## config.mk

```make
export PLATFORM = sky130hd
export DESIGN_NAME = arm_relocation_patcher_flat
export DESIGN_NICKNAME = d
export VERILOG_FILES = /design/src/hdl/arp_pkg.sv /design/src/hdl/arp_if.sv /design/src/hdl/arp_patch.sv /design/src/hdl/arm_relocation_patcher.sv /design/src/flat_wrapper.sv
export SDC_FILE = /design/constraint.sdc
export NUM_CORES = 1
export LEC_CHECK = 0
export BUFFER_PORTS_ARGS = -buffer_cell sky130_fd_sc_hd__buf_2
export CAP_MARGIN = 20
export CORE_MARGIN = 4
export CORE_UTILIZATION = 30
export CTS_CLUSTER_DIAMETER = 60
export DETAILED_ROUTE_END_ITERATION = 8
export GPL_TIMING_DRIVEN = 1
export HOLD_SLACK_MARGIN = 0.05
export PLACE_DENSITY_LB_ADDON = 0.08
export SLEW_MARGIN = 30
export SYNTH_ARGS = -nofsm -noshare
export SYNTH_HDL_FRONTEND = slang
export SYNTH_HIERARCHICAL = 1
export SYNTH_SLANG_ARGS = --single-unit
```

## constraint.sdc

```tcl
create_clock -name clk -period 3.7 [get_ports clk]
set_input_delay 0.37 -clock clk [delete_from_list [all_inputs] [get_ports clk]]
set_output_delay 0.37 -clock clk [all_outputs]
set_load 0.005 [all_outputs]
```

## src/hdl/arp_pkg.sv

```systemverilog
// ----------------------------------------------------------------------------
// ARM relocation patcher package
// Relocation type codes, the internal operation classes, status codes and
// the decoder that maps a type code onto its operation class.
// ----------------------------------------------------------------------------
package arp_pkg;

	localparam int unsigned KIND_W = 8;
	localparam int unsigned WORD_W = 32;
	localparam int unsigned STAT_W = 2;

	localparam logic [KIND_W-1:0] KIND_NONE        = 8'd0;
	localparam logic [KIND_W-1:0] KIND_ABS32       = 8'd2;
	localparam logic [KIND_W-1:0] KIND_REL32       = 8'd3;
	localparam logic [KIND_W-1:0] KIND_THM_CALL    = 8'd10;
	localparam logic [KIND_W-1:0] KIND_CALL        = 8'd28;
	localparam logic [KIND_W-1:0] KIND_JUMP24      = 8'd29;
	localparam logic [KIND_W-1:0] KIND_TARGET1     = 8'd38;
	localparam logic [KIND_W-1:0] KIND_V4BX        = 8'd40;
	localparam logic [KIND_W-1:0] KIND_TARGET2     = 8'd41;
	localparam logic [KIND_W-1:0] KIND_PREL31      = 8'd42;
	localparam logic [KIND_W-1:0] KIND_MOVW_ABS    = 8'd43;
	localparam logic [KIND_W-1:0] KIND_MOVT_ABS    = 8'd44;
	localparam logic [KIND_W-1:0] KIND_THM_MOVW    = 8'd47;
	localparam logic [KIND_W-1:0] KIND_THM_MOVT    = 8'd48;

	typedef enum logic [STAT_W-1:0] {
		ST_PATCHED = 2'd0,
		ST_NOOP    = 2'd1,
		ST_UNKNOWN = 2'd2
	} status_t;

	typedef enum logic [3:0] {
		OP_NOOP,
		OP_UNKNOWN,
		OP_ABS,
		OP_REL,
		OP_PREL31,
		OP_BRANCH,
		OP_THM_CALL,
		OP_MOVW,
		OP_MOVT,
		OP_THM_MOVW,
		OP_THM_MOVT
	} op_t;

	function automatic op_t decode_kind(input logic [KIND_W-1:0] kind);
		op_t op;
		unique case (kind)
			KIND_NONE, KIND_V4BX:       op = OP_NOOP;
			KIND_ABS32, KIND_TARGET1:   op = OP_ABS;
			KIND_REL32, KIND_TARGET2:   op = OP_REL;
			KIND_PREL31:                op = OP_PREL31;
			KIND_CALL, KIND_JUMP24:     op = OP_BRANCH;
			KIND_THM_CALL:              op = OP_THM_CALL;
			KIND_MOVW_ABS:              op = OP_MOVW;
			KIND_MOVT_ABS:              op = OP_MOVT;
			KIND_THM_MOVW:              op = OP_THM_MOVW;
			KIND_THM_MOVT:              op = OP_THM_MOVT;
			default:                    op = OP_UNKNOWN;
		endcase
		return op;
	endfunction

endpackage

```

## src/hdl/arp_if.sv

```systemverilog
// ----------------------------------------------------------------------------
// ARM relocation patcher channels
// Valid/ready channels for relocation requests and patched-word responses.
// ----------------------------------------------------------------------------
interface arp_req_if;
	logic        valid;
	logic        ready;
	logic [7:0]  kind;
	logic [31:0] symbol_addr;
	logic [31:0] addend;
	logic [31:0] place_addr;
	logic [31:0] old_word;

	modport source (
		output valid, kind, symbol_addr, addend, place_addr, old_word,
		input  ready
	);
	modport sink (
		input  valid, kind, symbol_addr, addend, place_addr, old_word,
		output ready
	);
endinterface

interface arp_rsp_if;
	logic        valid;
	logic        ready;
	logic [31:0] new_word;
	logic [1:0]  status;

	modport source (
		output valid, new_word, status,
		input  ready
	);
	modport sink (
		input  valid, new_word, status,
		output ready
	);
endinterface

```

## src/hdl/arp_patch.sv

```systemverilog
// ----------------------------------------------------------------------------
// ARM relocation patcher field insertion
// Builds the patched word from the old word, S+A and S+A-P for one
// operation class, and gives the status code of that class.
// ----------------------------------------------------------------------------
module arp_patch (
	input  arp_pkg::op_t    op,
	input  logic [31:0]     old_word,
	input  logic [31:0]     sa,
	input  logic [31:0]     rel,
	output logic [31:0]     new_word,
	output arp_pkg::status_t status
);
	import arp_pkg::*;

	logic [15:0] half;
	logic        sg;

	assign half = (op == OP_MOVT || op == OP_THM_MOVT) ? sa[31:16] : sa[15:0];
	assign sg   = rel[24];

	always_comb begin
		unique case (op)
			OP_ABS:      new_word = sa;
			OP_REL:      new_word = rel;
			OP_PREL31:   new_word = {old_word[31], rel[30:0]};
			OP_BRANCH:   new_word = {old_word[31:24], rel[25:2]};
			OP_THM_CALL: new_word = {old_word[31:30], sg ^ ~rel[23], old_word[28],
				sg ^ ~rel[22], rel[11:1], old_word[15:11], sg, rel[21:12]};
			OP_MOVW, OP_MOVT: new_word = {old_word[31:20], half[15:12],
				old_word[15:12], half[11:0]};
			OP_THM_MOVW, OP_THM_MOVT: new_word = {old_word[31], half[10:8],
				old_word[27:24], half[7:0], old_word[15:11], half[11],
				old_word[9:4], half[15:12]};
			default:     new_word = old_word;
		endcase
	end

	always_comb begin
		unique case (op)
			OP_NOOP:    status = ST_NOOP;
			OP_UNKNOWN: status = ST_UNKNOWN;
			default:    status = ST_PATCHED;
		endcase
	end

endmodule

```

## src/hdl/arm_relocation_patcher.sv

```systemverilog
// ----------------------------------------------------------------------------
// ARM relocation patcher
// Applies one ELF relocation to a 32-bit word: decode and S+A, then S+A-P,
// then field insertion into a registered output.
// ----------------------------------------------------------------------------
// Pipeline: three register stages; a response is valid once its request item
// has been accepted and has passed through stages s1, s2 and s3 in order.
// Throughput: one item per cycle while rsp.ready is high; a stall at the response
// side holds every full stage in place, while empty stages keep filling.
// Reset: arst_n clears all stage valid bits; no item is in flight afterwards.
// ----------------------------------------------------------------------------
module arm_relocation_patcher (
	input  logic           clk,
	input  logic           arst_n,
	arp_req_if.sink        req,
	arp_rsp_if.source      rsp
);
	import arp_pkg::*;

	logic        v_s1, v_s2, v_s3;
	logic        en_s1, en_s2, en_s3;
	op_t         op_s1, op_s2;
	logic [31:0] sa_s1, sa_s2;
	logic [31:0] p_s1;
	logic [31:0] w_s1, w_s2;
	logic [31:0] rel_s2;
	logic [31:0] word_s3;
	status_t     status_s3;
	logic [31:0] patched;
	status_t     patch_status;

	assign en_s3 = !v_s3 || rsp.ready;
	assign en_s2 = !v_s2 || en_s3;
	assign en_s1 = !v_s1 || en_s2;

	assign req.ready = en_s1;

	always_ff @(posedge clk or negedge arst_n) begin
		if (!arst_n) begin
			v_s1 <= 1'b0;
			v_s2 <= 1'b0;
			v_s3 <= 1'b0;
		end else begin
			if (en_s1) v_s1 <= req.valid;
			if (en_s2) v_s2 <= v_s1;
			if (en_s3) v_s3 <= v_s2;
		end
	end

	always_ff @(posedge clk) begin
		if (en_s1 && req.valid) begin
			op_s1 <= decode_kind(req.kind);
			sa_s1 <= req.symbol_addr + req.addend;
			p_s1  <= req.place_addr;
			w_s1  <= req.old_word;
		end
		if (en_s2 && v_s1) begin
			op_s2  <= op_s1;
			sa_s2  <= sa_s1;
			rel_s2 <= sa_s1 - p_s1;
			w_s2   <= w_s1;
		end
		if (en_s3 && v_s2) begin
			word_s3   <= patched;
			status_s3 <= patch_status;
		end
	end

	arp_patch u_patch (
		.op       (op_s2),
		.old_word (w_s2),
		.sa       (sa_s2),
		.rel      (rel_s2),
		.new_word (patched),
		.status   (patch_status)
	);

	assign rsp.valid    = v_s3;
	assign rsp.new_word = word_s3;
	assign rsp.status   = status_s3;

endmodule
```

## src/flat_wrapper.sv

```systemverilog
// flat-port wrapper written by rule: the top's interface ports become plain ports
module arm_relocation_patcher_flat import arp_pkg::*;
  (clk, arst_n, req_valid, req_kind, req_symbol_addr, req_addend, req_place_addr, req_old_word, req_ready, rsp_valid, rsp_new_word, rsp_status, rsp_ready);
  arp_req_if req_i ();
  arp_rsp_if rsp_i ();
  input  logic clk;
  input  logic arst_n;
  input wire logic [$bits(req_i.valid)-1:0] req_valid;
  input wire logic [$bits(req_i.kind)-1:0] req_kind;
  input wire logic [$bits(req_i.symbol_addr)-1:0] req_symbol_addr;
  input wire logic [$bits(req_i.addend)-1:0] req_addend;
  input wire logic [$bits(req_i.place_addr)-1:0] req_place_addr;
  input wire logic [$bits(req_i.old_word)-1:0] req_old_word;
  output wire logic [$bits(req_i.ready)-1:0] req_ready;
  output wire logic [$bits(rsp_i.valid)-1:0] rsp_valid;
  output wire logic [$bits(rsp_i.new_word)-1:0] rsp_new_word;
  output wire logic [$bits(rsp_i.status)-1:0] rsp_status;
  input wire logic [$bits(rsp_i.ready)-1:0] rsp_ready;
  assign req_i.valid = req_valid;
  assign req_i.kind = req_kind;
  assign req_i.symbol_addr = req_symbol_addr;
  assign req_i.addend = req_addend;
  assign req_i.place_addr = req_place_addr;
  assign req_i.old_word = req_old_word;
  assign req_ready = req_i.ready;
  assign rsp_valid = rsp_i.valid;
  assign rsp_new_word = rsp_i.new_word;
  assign rsp_status = rsp_i.status;
  assign rsp_i.ready = rsp_ready;
  arm_relocation_patcher u_core (.clk(clk), .arst_n(arst_n), .req(req_i), .rsp(rsp_i));
endmodule
```

==> results_tabular.tex <==
\begin{tabular}{lr}
\hline
Metric & Value \\
\hline
\multicolumn{2}{l}{\textbf{Synth}} \\
\quad Top cell type by total area after synthesis & sky130\_fd\_sc\_hd\_\_edfxtp\_1 \\
\quad Number of enable flip-flop cells after synthesis & 234 \\
\quad Net Count, Synth & 1,279 \\
\quad Seq/Total Area, Yosys & 55.4\% \\
\quad Cell types occupying the most area after synthesis & sky130\_fd\_sc\_hd\_\_edfxtp\_1, sky130\_fd\_sc\_hd\_\_ha\_1, sky130\_fd\_sc\_hd\_\_a21oi\_1, sky130\_fd\_sc\_hd\_\_xnor2\_1, sky130\_fd\_sc\_hd\_\_a21o\_1 \\
\quad Yosys warnings & 6 \\
\quad Number of instances in the synthesized netlist & 1,073 \\
\quad Number of synthesized register bits & 237 \\
\quad Library cells used by synthesis & 81 \\
\quad Area fraction of the dominant cell type after synthesis & 54.8\% \\
\quad Average instance area after synthesis & 11.9 um2 \\
\quad Ys flop type & sky130\_fd\_sc\_hd\_\_edfxtp\_1 \\
\quad Proportion of synthesized flip-flops having asynchronous set or reset & 1.27\% \\
\quad Cell area after synthesis & 0.0128 mm2 \\
\multicolumn{2}{l}{\textbf{Finish}} \\
\quad Area growth, synth to finish & 24.5\% \\
\quad Fraction of layout cells with a size suffix above 1 & 19.7\% \\
\quad Most frequent cells in the layout & sky130\_fd\_sc\_hd\_\_edfxtp\_1, sky130\_fd\_sc\_hd\_\_buf\_2, sky130\_fd\_sc\_hd\_\_a21oi\_1 \\
\quad Final \#Nets & 1,530 \\
\quad Most frequent standard cell in the layout excluding fill and tap cells & sky130\_fd\_sc\_hd\_\_edfxtp\_1 \\
\quad Inserted Diodes & 0 \\
\multicolumn{2}{l}{\textbf{CTS}} \\
\quad H-Tree Depth & 1 \\
\quad Post-cts gate resize count & 0 \\
\quad Maximum buffer depth of the clock tree & 3 \\
\quad Clock insertion delay at the later pin of the skew report & 560 ps \\
\quad TritonCTS clock tree & yes \\
\quad Num Clock Sinks & 237 \\
\quad Setup bufs post-CTS & 0 \\
\quad Clock Tree Root & sky130\_fd\_sc\_hd\_\_clkbuf\_16 \\
\quad Clk pin slew, worst setup/hold paths & 60 ps \\
\quad Number of buffers inserted during clock tree synthesis & 31 \\
\multicolumn{2}{l}{\textbf{GRT}} \\
\quad Number of antenna violations at the first check in global routing & 0 \\
\quad Overall overflow remaining after global route & 0 \\
\quad Pin count of the biggest net entering global routing & 55 \\
\quad Total routing resource utilization after global routing & 16.2\% \\
\quad Wire length of the first global-routing pass & 58,900 um \\
\quad Via count of the first global-routing pass & 10,000 \\
\multicolumn{2}{l}{\textbf{STA}} \\
\quad Remaining max-slew budget at the tightest pin & 38.8\% \\
\quad Total count of hold-check failures in the final report & 0 \\
\quad Minimum period implied by the final worst setup slack & 3010 ps \\
\quad Setup repair after global routing missed its margin & false \\
\quad Sum of negative setup slack & 0 ps \\
\quad Post-route clock period utilization & 81.4\% \\
\quad Least-Margin Pin Slew & 918 ps \\
\quad Total setup violations reported at the end of the flow & 0 \\
\quad Worst clock skew on the final layout & 16.5 ps \\
\quad Slack of the critical path & 687 ps \\
\quad Count of final max-slew check failures & 0 \\
\quad Max Clk Rate & 332 MHz \\
\multicolumn{2}{l}{\textbf{Route}} \\
\quad Final routed wirelength across all metal layers & 38,200 um \\
\quad Iteration-0 DRC count of the detailed router & 695 \\
\quad Via Count & 9,602 \\
\quad Routed via count divided by cell count & 5.09 \\
\quad Residual antenna-violating net count after detailed routing & 0 \\
\quad Drt wl/cell & 20.3 um \\
\quad Remaining design rule violation count & 0 \\
\quad Iteration count of the initial detailed-routing pass & 5 \\
\multicolumn{2}{l}{\textbf{Critical path}} \\
\quad Element type at the critical path start & flop \\
\quad Data arrival time of the critical path & 3450 ps \\
\quad Maximum fanout count along the critical path & 6 \\
\quad Required time at the worst-slack endpoint & 4140 ps \\
\quad Crit. End Element & flop \\
\quad Worst Setup Path Type & flop to flop \\
\multicolumn{2}{l}{\textbf{Floorplanning}} \\
\quad Number of top-level pins & 176 \\
\quad Core ar. & 0.0421 mm2 \\
\quad Initial standard-cell utilization of the core & 30.4\% \\
\quad Die area & 0.0461 mm2 \\
\quad Floorplan die height & 215 um \\
\quad Overall die width & 215 um \\
\quad Num rows & 75 \\
\multicolumn{2}{l}{\textbf{Pwr}} \\
\quad Ratio of total power to cell area & 512 mW/mm2 \\
\quad Worst ir drop on vdd & 332 uV \\
\quad Pleak & 6.32 nW \\
\multicolumn{2}{l}{\textbf{Place}} \\
\quad HPWL after DPL & 29,000 um \\
\quad Worst setup slack before clock tree synthesis & 368 ps \\
\quad Number of input and output port buffers inserted & 175 \\
\quad Routability Congestion & 0.884 \\
\multicolumn{2}{l}{\textbf{Run status}} \\
\quad Result of the run & complete, no violations \\
\multicolumn{2}{l}{\textbf{Run}} \\
\quad Number of maximum-capacitance constraint violations & 0 \\
\multicolumn{2}{l}{\textbf{Min path}} \\
\quad Class of the worst hold path & input port to flop \\
\hline
\end{tabular}
state kept, by name, summed over array words and instances, names as in the netlist:
name                 cells
u_core/op_s1             4
u_core/w_s2             32
u_core/v_s1              1
u_core/p_s1             32
u_core/w_s1             32
u_core/rsp.valid         1
u_core/rel_s2           32
u_core/sa_s2            32
u_core/rsp.status        2
u_core/v_s2              1
u_core/sa_s1            32
u_core/op_s2             4
u_core/rsp.new_word     32
repair_timing:
item	in CTS	in global routing
setup endpoints to repair	0	0
hold buffers	66	0
endpoints found under the hold margin	68	0
synthesized netlist by cell type (22+ instances only):
master,count
sky130_fd_sc_hd__xnor2_1,36
sky130_fd_sc_hd__a21o_1,39
sky130_fd_sc_hd__inv_1,54
sky130_fd_sc_hd__buf_2,24
sky130_fd_sc_hd__nand2_1,57
sky130_fd_sc_hd__edfxtp_1,234
sky130_fd_sc_hd__nand3_1,27
sky130_fd_sc_hd__nor2_1,51
sky130_fd_sc_hd__a22oi_1,32
sky130_fd_sc_hd__a22o_1,22
sky130_fd_sc_hd__o21ai_0,51
sky130_fd_sc_hd__ha_1,64
sky130_fd_sc_hd__a21oi_1,70
sky130_fd_sc_hd__nand2b_1,22
path summary, 6_finish.rpt:
path                            startpoint                end  slack (ps)  cells after the start
min                              rsp_ready   u_core/rsp.valid         120                      3
min in group asynchronous           arst_n        u_core/v_s2         140                      2
min reg2reg                u_core/w_s1[30]    u_core/w_s2[30]         410                      0
max in group asynchronous           arst_n        u_core/v_s1        3450                      2
max reg2reg                u_core/sa_s1[2]  u_core/rel_s2[28]         690                     10
max                        u_core/sa_s1[2]  u_core/rel_s2[28]         690                     10
per-stage QoR:
step / util [%] / hold WS [ps] / cell area [um2] / total power [mW] / cells
finish: 37.9 / 119 / 16000 / 8.17 / 1885
global route: 37.9 / 135 / 16000 / 8.62 / 1885
CTS: 37.9 / 81.3 / 16000 / 8.28 / 1885
detailed placement: 34.1 / 172 / 14300 / 5.42 / 1764
global placement: 34.1 / 170 / 14300 / 5.42 / 1764
floorplan: - / 74.4 / 12800 / 4.73 / 1073
logic make-up (layout without fill, tap and decap cells):
| group | after synthesis | count (layout) | share of synthesized area (%) |
|---|---|---|---|
| AO/OA/AOI/OAI | 356 | 356 | 19.9 |
| XOR/XNOR | 55 | 55 | 3.76 |
| adder cells (fa/ha/maj) | 66 | 66 | 6.56 |
| buffers and inverters | 103 | 376 | 3.66 |
| flip-flops | 237 | 237 | 55.4 |
| multiplexers | 12 | 12 | 0.976 |
| AND/OR/NAND/NOR | 244 | 244 | 9.76 |
critical path: stages (launching register included):
cell	delay [ps]
sky130_fd_sc_hd__edfxtp_1	420
sky130_fd_sc_hd__ha_1	370
sky130_fd_sc_hd__nor2b_1	160
sky130_fd_sc_hd__o31a_1	270
sky130_fd_sc_hd__o31a_1	310
sky130_fd_sc_hd__a221oi_4	310
sky130_fd_sc_hd__o21ai_2	170
sky130_fd_sc_hd__a21oi_1	210
sky130_fd_sc_hd__a21oi_1	120
sky130_fd_sc_hd__o311ai_0	370
sky130_fd_sc_hd__buf_4	180
per-layer routing:
layer	part of all wire [%]	vias up	GRT usage, %	routed length [um]
met5	0	-	0	0
met2	46	253	26.4	17600
met1	46	4617	22.0	17700
li1	-	4674	-	-
met3	4.4	58	2.28	1680
met4	3.1	0	5.62	1180
power breakdown:
part | switching (mW) | internal (mW)
clock network | 1.15 | 1.61
logic | 0.957 | 0.739
registers | 0.295 | 3.42
total | 2.40 | 5.77
cell type report:
cell class	instances	area [um2]
fillers	4169	26200
flip-flops and latches	237	7100
multi-input cells	733	5250
repair buffers	266	1770
clock buffers	34	787
well taps	539	674
inverters	55	206
clock inverters	21	160
Note: power is estimated with default switching activity, not from simulation.
